`config.mk`:
```
export PLATFORM = sky130hd
export DESIGN_NAME = led_matrix_text_scroller_core
export DESIGN_NICKNAME = d
export VERILOG_FILES = /design/src/ltsc_pkg.sv /design/src/ltsc_msg_ram.sv /design/src/ltsc_col_buf.sv /design/src/led_matrix_text_scroller_core.sv
export SDC_FILE = /design/constraint.sdc
export NUM_CORES = 1
export LEC_CHECK = 0
export BUFFER_PORTS_ARGS = -buffer_cell sky130_fd_sc_hd__buf_2
export CORE_ASPECT_RATIO = 2
export CORE_MARGIN = 2
export CORE_UTILIZATION = 31
export DETAILED_ROUTE_END_ITERATION = 12
export GPL_TIMING_DRIVEN = 0
export SLEW_MARGIN = 15
export SYNTH_ARGS = -nofsm -noshare
export SYNTH_HDL_FRONTEND = slang
export SYNTH_SLANG_ARGS = --single-unit
```
`constraint.sdc`:
```
create_clock -name clk -period 10.85 [get_ports clk]
set_input_delay 0.5425 -clock clk [delete_from_list [all_inputs] [get_ports clk]]
set_output_delay 0.5425 -clock clk [all_outputs]
set_load 0.05 [all_outputs]
```
`src/ltsc_pkg.sv`:
```
// Shared types, codes and font tables for the LED text scroller.
package ltsc_pkg;

  localparam int unsigned FONT_GLYPHS  = 29;
  localparam int unsigned FONT_BYTES   = 133;
  localparam int unsigned BUF_COLS     = 9;
  localparam int unsigned COL_W        = 8;
  localparam int unsigned DISP_COLS    = 8;

  localparam logic [2:0] LAST_COL      = 3'd7;

  localparam logic OP_WRITE = 1'b0;
  localparam logic OP_TICK  = 1'b1;

  typedef enum logic {
    ST_IDLE,
    ST_EMIT
  } state_t;

  // Controls from the sequencer to the column buffer.
  typedef struct packed {
    logic             shift;
    logic [COL_W-1:0] new_col;
    logic [2:0]       sel;
  } col_ctl_t;

  typedef struct packed {
    logic [7:0] start;
    logic [2:0] width;
  } glyph_t;

  localparam logic [7:0] GLYPH_CODES [FONT_GLYPHS] = '{
    8'h20, 8'h61, 8'h62, 8'h63, 8'h64, 8'h65, 8'h66, 8'h67, 8'h68, 8'h69,
    8'h6A, 8'h6B, 8'h6C, 8'h6D, 8'h6E, 8'h6F, 8'h70, 8'h71, 8'h72, 8'h73,
    8'h74, 8'h75, 8'h76, 8'h77, 8'h78, 8'h79, 8'h7A, 8'h21, 8'h2E
  };

  localparam logic [2:0] GLYPH_WIDTHS [FONT_GLYPHS] = '{
    3'd2, 3'd5, 3'd5, 3'd4, 3'd5, 3'd4, 3'd4, 3'd5, 3'd5, 3'd4,
    3'd4, 3'd5, 3'd4, 3'd7, 3'd5, 3'd5, 3'd5, 3'd5, 3'd5, 3'd5,
    3'd4, 3'd5, 3'd5, 3'd7, 3'd5, 3'd5, 3'd5, 3'd2, 3'd2
  };

  localparam logic [7:0] GLYPH_STARTS [FONT_GLYPHS] = '{
    8'd0,   8'd2,   8'd7,   8'd12,  8'd16,  8'd21,  8'd25,  8'd29,  8'd34,  8'd39,
    8'd43,  8'd47,  8'd52,  8'd56,  8'd63,  8'd68,  8'd73,  8'd78,  8'd83,  8'd88,
    8'd93,  8'd97,  8'd102, 8'd107, 8'd114, 8'd119, 8'd124, 8'd129, 8'd131
  };

  localparam logic [7:0] FONT_ROM [FONT_BYTES] = '{
    8'h00, 8'h00,
    8'h3E, 8'h3F, 8'h09, 8'h3F, 8'h3E,
    8'h3F, 8'h3F, 8'h25, 8'h3F, 8'h1A,
    8'h1E, 8'h3F, 8'h21, 8'h21,
    8'h3F, 8'h3F, 8'h21, 8'h3F, 8'h1E,
    8'h3F, 8'h3F, 8'h25, 8'h21,
    8'h3F, 8'h3F, 8'h05, 8'h01,
    8'h1E, 8'h3F, 8'h21, 8'h3D, 8'h3C,
    8'h3F, 8'h3F, 8'h04, 8'h3F, 8'h3F,
    8'h21, 8'h3F, 8'h3F, 8'h21,
    8'h20, 8'h20, 8'h3F, 8'h1F,
    8'h3F, 8'h3F, 8'h04, 8'h3B, 8'h31,
    8'h3F, 8'h3F, 8'h20, 8'h20,
    8'h3F, 8'h3F, 8'h01, 8'h3F, 8'h01, 8'h3F, 8'h3E,
    8'h3F, 8'h3F, 8'h01, 8'h3F, 8'h3E,
    8'h1E, 8'h3F, 8'h21, 8'h3F, 8'h1E,
    8'h3F, 8'h3F, 8'h09, 8'h0F, 8'h06,
    8'h1E, 8'h3F, 8'h31, 8'h2F, 8'h5E,
    8'h3F, 8'h3F, 8'h09, 8'h3F, 8'h36,
    8'h32, 8'h37, 8'h25, 8'h3D, 8'h19,
    8'h01, 8'h3F, 8'h3F, 8'h01,
    8'h1F, 8'h3F, 8'h20, 8'h3F, 8'h1F,
    8'h07, 8'h1F, 8'h20, 8'h3F, 8'h3F,
    8'h1F, 8'h3F, 8'h20, 8'h3F, 8'h20, 8'h3F, 8'h1F,
    8'h31, 8'h3B, 8'h04, 8'h3B, 8'h31,
    8'h27, 8'h2F, 8'h28, 8'h3F, 8'h1F,
    8'h31, 8'h39, 8'h29, 8'h27, 8'h23,
    8'h2F, 8'h2F,
    8'h30, 8'h30
  };

  // Codes are distinct, so at most one compare hits; a miss maps to space.
  function automatic glyph_t glyph_lookup(input logic [7:0] code);
    glyph_t g;
    g.start = GLYPH_STARTS[0];
    g.width = GLYPH_WIDTHS[0];
    for (int i = 0; i < FONT_GLYPHS; i++) begin
      if (code == GLYPH_CODES[i]) begin
        g.start = GLYPH_STARTS[i];
        g.width = GLYPH_WIDTHS[i];
      end
    end
    return g;
  endfunction

  function automatic logic [COL_W-1:0] font_column(input logic [7:0] pos);
    logic [COL_W-1:0] c;
    c = '0;
    if (pos < 8'(FONT_BYTES)) begin
      c = FONT_ROM[pos];
    end
    return c;
  endfunction

endpackage

```
`src/ltsc_msg_ram.sv`:
```
// Message text store: one write port, one registered read port.
module ltsc_msg_ram
  import ltsc_pkg::*;
#(
  parameter int unsigned DEPTH = 64,
  parameter int unsigned AW    = (DEPTH > 1) ? $clog2(DEPTH) : 1
) (
  input  logic          clk,
  input  logic          we,
  input  logic [AW-1:0] waddr,
  input  logic [7:0]    wdata,
  input  logic          re,
  input  logic [AW-1:0] raddr,
  output logic [7:0]    rdata
);

  logic [7:0] mem [DEPTH];

  always_ff @(posedge clk) begin
    if (we) begin
      mem[waddr] <= wdata;
    end
  end

  always_ff @(posedge clk) begin
    if (re) begin
      rdata <= mem[raddr];
    end
  end

endmodule

```
`src/ltsc_col_buf.sv`:
```
// Nine-column shift buffer with lit/shadow column select.
module ltsc_col_buf
  import ltsc_pkg::*;
(
  input  logic             clk,
  input  logic             rst,
  input  col_ctl_t         ctl,
  output logic [COL_W-1:0] lit,
  output logic [COL_W-1:0] shade
);

  logic [COL_W-1:0] cols [BUF_COLS];
  logic [3:0]       idx_lit;
  logic [3:0]       idx_next;

  always_ff @(posedge clk) begin
    if (rst) begin
      for (int i = 0; i < BUF_COLS; i++) begin
        cols[i] <= '0;
      end
    end else if (ctl.shift) begin
      for (int i = 0; i < BUF_COLS - 1; i++) begin
        cols[i] <= cols[i+1];
      end
      cols[BUF_COLS-1] <= ctl.new_col;
    end
  end

  assign idx_lit  = {1'b0, ctl.sel};
  assign idx_next = {1'b0, ctl.sel} + 4'd1;
  assign lit      = cols[idx_lit];
  assign shade    = cols[idx_next] & ~cols[idx_lit];

endmodule

```
`src/led_matrix_text_scroller_core.sv`:
```
// Scrolling text for an 8x8 LED matrix: top level, sequencer and output register.
//
// A write item (op 0) stores one character. A tick item
// (op 1) shifts the column buffer, appends a font or gap column and then
// sends eight column items through a single output register, one per cycle
// while the consumer keeps ready high. The buffer shifts in the accept cycle,
// and no new item is taken until the last column has been loaded.
// When a tick appends the gap column ahead of a new glyph
// the message store is read in the cycle of acceptance and the font lookup
// finishes in the following cycle, hidden behind the column output.
// Characters outside the font show as a space. message_length of 0 acts as 1
// and values above MESSAGE_DEPTH act as MESSAGE_DEPTH.
module led_matrix_text_scroller_core
  import ltsc_pkg::*;
#(
  parameter int unsigned MESSAGE_DEPTH = 64
) (
  input  logic       clk,
  input  logic       rst,
  input  logic       cfg_write,
  input  logic [6:0] cfg_data,
  input  logic       in_valid,
  output logic       in_ready,
  input  logic       op,
  input  logic [5:0] char_slot,
  input  logic [7:0] char_code,
  output logic       out_valid,
  input  logic       out_ready,
  output logic [2:0] column_number,
  output logic [7:0] lit_rows,
  output logic [7:0] shade_rows,
  output logic       final_column
);

  localparam int unsigned AW = (MESSAGE_DEPTH > 1) ? $clog2(MESSAGE_DEPTH) : 1;
  localparam int unsigned LW = (AW + 1 > 7) ? AW + 1 : 7;
  localparam logic [LW-1:0] DEPTH_L = LW'(MESSAGE_DEPTH);

  logic [6:0]       message_length;
  state_t           state, state_next;
  logic [2:0]       sel, sel_next;
  logic             in_glyph;
  logic [2:0]       columns_remaining;
  logic [7:0]       font_position;
  logic [AW-1:0]    message_position;
  logic             lookup_pending;

  logic             accept, tick, wr;
  logic             load;
  logic [LW-1:0]    len_eff;
  logic [AW-1:0]    pos_eff;
  logic [LW-1:0]    pos_inc;
  logic [2:0]       rem_dec;
  logic             need_char;
  logic [7:0]       rd_code;
  glyph_t           glyph;
  col_ctl_t         ctl;
  logic [COL_W-1:0] col_lit, col_shade;

  assign accept = in_valid && in_ready;
  assign tick   = accept && (op == OP_TICK);
  assign wr     = accept && (op == OP_WRITE) && (LW'(char_slot) < DEPTH_L);

  always_comb begin
    len_eff = LW'(message_length);
    if (len_eff == '0) begin
      len_eff = LW'(1);
    end
    if (len_eff > DEPTH_L) begin
      len_eff = DEPTH_L;
    end
  end

  // Restart at zero if the length shrank under the current position.
  assign pos_eff   = (LW'(message_position) >= len_eff) ? '0 : message_position;
  assign pos_inc   = LW'(pos_eff) + LW'(1);
  assign rem_dec   = columns_remaining - 3'd1;
  assign need_char = !in_glyph && (rem_dec == 3'd0);

  ltsc_msg_ram #(
    .DEPTH (MESSAGE_DEPTH),
    .AW    (AW)
  ) u_msg_ram (
    .clk   (clk),
    .we    (wr),
    .waddr (AW'(char_slot)),
    .wdata (char_code),
    .re    (tick && need_char),
    .raddr (pos_eff),
    .rdata (rd_code)
  );

  assign glyph = glyph_lookup(rd_code);

  always_ff @(posedge clk) begin
    if (rst) begin
      message_length <= 7'd1;
    end else if (cfg_write) begin
      message_length <= cfg_data;
    end
  end

  // Glyph sequencing; the read of the next character resolves in the cycle after it is issued.
  always_ff @(posedge clk) begin
    if (rst) begin
      in_glyph          <= 1'b0;
      columns_remaining <= 3'd1;
      font_position     <= '0;
      message_position  <= '0;
      lookup_pending    <= 1'b0;
    end else begin
      lookup_pending <= 1'b0;
      if (lookup_pending) begin
        font_position     <= glyph.start;
        columns_remaining <= glyph.width;
        in_glyph          <= 1'b1;
      end else if (tick) begin
        if (!in_glyph) begin
          columns_remaining <= rem_dec;
          if (need_char) begin
            lookup_pending   <= 1'b1;
            message_position <= (pos_inc >= len_eff) ? '0 : AW'(pos_inc);
          end
        end else begin
          font_position <= font_position + 8'd1;
          if (rem_dec == 3'd0) begin
            in_glyph          <= 1'b0;
            columns_remaining <= 3'd1;
          end else begin
            columns_remaining <= rem_dec;
          end
        end
      end
    end
  end

  assign ctl.shift   = tick;
  assign ctl.new_col = in_glyph ? font_column(font_position) : '0;
  assign ctl.sel     = sel;

  ltsc_col_buf u_col_buf (
    .clk   (clk),
    .rst   (rst),
    .ctl   (ctl),
    .lit   (col_lit),
    .shade (col_shade)
  );

  always_ff @(posedge clk) begin
    if (rst) begin
      state <= ST_IDLE;
      sel   <= '0;
    end else begin
      state <= state_next;
      sel   <= sel_next;
    end
  end

  always_comb begin
    state_next = state;
    sel_next   = sel;
    in_ready   = 1'b0;
    load       = 1'b0;
    case (state)
      ST_IDLE: begin
        in_ready = 1'b1;
        if (tick) begin
          state_next = ST_EMIT;
          sel_next   = '0;
        end
      end
      ST_EMIT: begin
        load = !out_valid || out_ready;
        if (load) begin
          sel_next = sel + 3'd1;
          if (sel == LAST_COL) begin
            state_next = ST_IDLE;
          end
        end
      end
      default: begin
        state_next = ST_IDLE;
        sel_next   = '0;
      end
    endcase
  end

  always_ff @(posedge clk) begin
    if (rst) begin
      out_valid <= 1'b0;
    end else if (load) begin
      out_valid <= 1'b1;
    end else if (out_ready) begin
      out_valid <= 1'b0;
    end
  end

  always_ff @(posedge clk) begin
    if (load) begin
      column_number <= sel;
      lit_rows      <= col_lit;
      shade_rows    <= col_shade;
      final_column  <= (sel == LAST_COL);
    end
  end

`ifndef ASSERT_OFF
  // A new tick must never arrive before the previous glyph lookup lands.
  a_lookup_hidden: assert property (@(posedge clk) disable iff (rst)
    lookup_pending |-> !in_ready)
    else $error("glyph lookup overlaps an accepted item");

  a_tick_starts_emit: assert property (@(posedge clk) disable iff (rst)
    tick |=> (state == ST_EMIT) && (sel == 3'd0))
    else $error("tick did not start column output at column zero");

  a_idle_sel_zero: assert property (@(posedge clk) disable iff (rst)
    (state == ST_IDLE) |-> (sel == 3'd0))
    else $error("column counter not rewound at end of frame");

  // The countdown sits at zero only while the glyph lookup is landing.
  a_remaining_nonzero: assert property (@(posedge clk) disable iff (rst)
    !lookup_pending |-> (columns_remaining != 3'd0))
    else $error("column countdown reached zero without reload");
`endif

endmodule
```
==> summary.md <==
| Metric | Value |
|---|---|
| Outcome | `finished clean` |
| Arr. time, crit path | `6.14 ns` |
| Syn-to-layout area delta | `13.08%` |
| GRT Util Overall | `0.2059` |
| Post-CTS Repair Setup Buffers | `0` |
| Kind of critical path | `reg -> reg` |
| Initial core utilization | `0.3128` |
| Clock network power share | `0.404` |
| DIE AREA | `0.09376 mm^2` |
| DRT Pass-1 Iters | `6` |
| CP max stage delay | `0.69 ns` |
| Row cnt | `156` |
| Pre-CTS WS | `5.351 ns` |
| Non-filler cells, final | `3299` |
| Setup tns final | `0 ns` |
| Synth Warn # | `0` |
| Commonest non-fill, non-tap cell in the layout | `edfxtp_1` |
| Seq cells post-synth | `635` |
| Hold crit path type | `in -> reg` |
| # DRC | `0` |
| Final setup violation count | `0` |
| Final Wtd Congestion | `1.018` |
| Core Area | `0.09037 mm^2` |
| Crit path time final | `5.592 ns` |
| Initial drt markers | `1790` |
| Prevailing post-synth register cell | `edfxtp_1` |
| Logic pwr share | `0.082` |
| Post-CTS Resized | `0` |
| Synth Cell Area | `0.02827 mm^2` |
| Placed cell count | `3196` |
| Final nets | `2127` |
| Synth Area per Inst | `14.36 um^2` |
| CTS Buf Count | `56` |
| Ys async rst share | `0` |
| CP Data Required Time | `11.40 ns` |
| Peak VDD IR | `0.1352 mV` |
| Most used cell, CP | `ha_1` |
| F_max | `0.1788 GHz` |
| Final Util | `0.3537` |
| EDFF count, synth | `601` |
| Routed vias/inst | `5.571` |
| Grt total ovfl | `0` |
| TritonCTS clock tree | `built` |
| Max Cap Viol | `0` |
| Syn Inst Count | `1968` |
| Crit-path cells | `buf_2 -> inv_1 -> clkbuf_1 -> buf_1 -> ha_1 -> nand2b_4 -> a2111oi_4 -> o21a_4 -> buf_6 -> buf_6 -> o21ai_0 -> inv_1 -> ha_1 -> ha_1 -> a21o_1 -> a21oi_1 -> nor2b_1 -> o21ai_0 -> a21o_1 -> a32oi_1 -> nor2_1` |
| Num Clock Sinks | `635` |
| Leakage | `0.01000 uW` |
| Final Hold Viols | `0` |
| # IOs | `49` |
| CTS Hold Bufs | `0` |
| Clock transition at path regs | `0.07 ns` |
| Number of global-route vias before repair | `19167` |
| Sw Ratio | `0.2415` |
| DP Wirelength | `71960 um` |
| Port Buffer Count | `42` |
| Overall via count from detail_route | `18378` |
| Antenna Cells | `0` |
| DR WL/cell | `29.57 um` |
| Clock Path Buffers | `3` |
| Die height | `431.0 um` |
| CTS HTree Levels | `2` |
| Hold slack | `0.1860 ns` |
| Pwr Density | `166.4 mW/mm^2` |
| Net switching power | `1285 uW` |
| Pint | `4035 uW` |
| First-pass GRT wire length | `136400 um` |
| Yosys cell types | `83` |
| Actual slew at the worst max-slew pin | `1.313 ns` |
| Worst path slowest cell | `clkbuf_1` |
| Critical Path Sink Type | `flip-flop` |
| Drt total wl | `97560 um` |
| Setup ws final | `5.258 ns` |
| Seq/Total Area, Yosys | `0.6625` |
| Max Slew Vio Count | `0` |
| Startpoint Class | `flip-flop` |
| Slew margin rel. | `0.1248` |
| R2R Setup Slk | `5.26 ns` |
| Die width | `217.5 um` |
| CTS Root Cell | `clkbuf_16` |
| Initial antenna violation count | `0` |
| Share of layout cells above drive strength 1 | `0.1500` |
| Most frequent cells in the layout | `601 x edfxtp_1, 166 x nor2_1, 140 x nand2_1` |
| # fillers | `8680` |
| Antenna viol nets, final | `0` |
| Fin crit share | `0.5154` |
| Critical Path Fanout Max | `10` |
| Pin count of the biggest net entering global routing | `65` |
| Share of power burned in registers | `0.514` |
| RSZ-0062 raised after global routing | `no` |
| Worst-Skew Late Latency | `0.69 ns` |
| Skew final | `0.04960 ns` |
## final cells by class
cell class,instances,area [um^2],share of cell area
inverters,29,110.1,0.003445
clock inverters,34,505.5,0.01581
repair buffers,42,230.2,0.007202
flip-flops and latches,635,18730,0.5859
well taps,1185,1483,0.04639
clock buffers,69,1470,0.04599
multi-input cells,1164,8810,0.2756
plain buffers,141,628.1,0.01965
## critical path, delay by kind of cell, from the launching register on
kind	cells	cell delay, ns
buffers and inverters	7	2.20
AOI/OAI and AO/OA	8	1.66
adders and majority gates	3	0.91
and+or+nand+nor	3	0.38
DFF	1	0.30
## kinds of logic (layout without fill, tap and decap cells)
kind of cell | Yosys count | after routing | synth area share
buffers and inverters | 170 | 315 | 0.02612
AOI/OAI and AO/OA | 434 | 434 | 0.1066
DFF | 635 | 635 | 0.6625
xor gates and xnor gates | 11 | 11 | 0.003409
and+or+nand+nor | 512 | 512 | 0.08507
muxes | 174 | 174 | 0.1024
adders and majority gates | 31 | 31 | 0.01372
other | 1 | 2 | 0.0001327
## sequential cells by signal (all words and copies together) (netlist names), 3 cells and up, named ones only
register           flops
message_length         7
columns_remaining      3
lit_rows               7
shade_rows             7
u_col_buf.cols        63
u_msg_ram.mem        512
sel                    3
u_msg_ram.rdata        8
column_number          3
message_position       6
font_position          8
## final timing paths
check / startpoint / end / cells after the start
max: message_position[0]$_SDFFE_PP0P_ / message_position[1]$_SDFFE_PP0P_ / 21
max reg2reg: message_position[0]$_SDFFE_PP0P_ / message_position[1]$_SDFFE_PP0P_ / 21
min: cfg_data[0] / message_length[0]$_SDFFE_PP1P_ / 2
min reg2reg: sel[0]$_SDFFE_PP0N_ / column_number[0]$_DFFE_PP_ / 0
## metal layers
| layer | routed length (um) | vias to the layer above | track usage |
|---|---|---|---|
| met4 | 9511 | 0 | 0.1784 |
| met1 | 29540 | 9295 | 0.1852 |
| met5 | 0 | - | 0 |
| met3 | 4723 | 303 | 0.02626 |
| li1 | - | 7914 | - |
| met2 | 53780 | 866 | 0.3956 |
## per-stage QoR
step | power (uW) | instance area [um^2]
4_1_cts | 5344 | 31960
6_report | 5320 | 31960
3_3_place_gp | 3211 | 29960
2_1_floorplan | 3025 | 28270
3_5_place_dp | 3218 | 29980
5_1_grt | 5443 | 31960
## Yosys cell counts, types with 33 or more instances
cell type,instances,share of area
buf_2,34,0.0060
nor2_1,167,0.022
a21oi_1,83,0.015
nand3_1,34,0.0060
nand2_1,140,0.019
and2_1,62,0.014
clkbuf_1,85,0.011
o21ai_0,91,0.016
mux4_2,89,0.071
a211oi_1,36,0.0096
dfxtp_1,34,0.024
edfxtp_1,601,0.64
a221oi_1,33,0.010
mux2i_1,54,0.019
## power groups by stage
stage,clock [uW],combinational [uW],sequential (uW)
floorplan,0,234,2790
CTS,2180,433,2730
global placement,0,427,2780
detailed placement,0,432,2790
global route,2250,456,2730
finish,2150,437,2730
No activity file was read; power rests on OpenSTA's default activity.
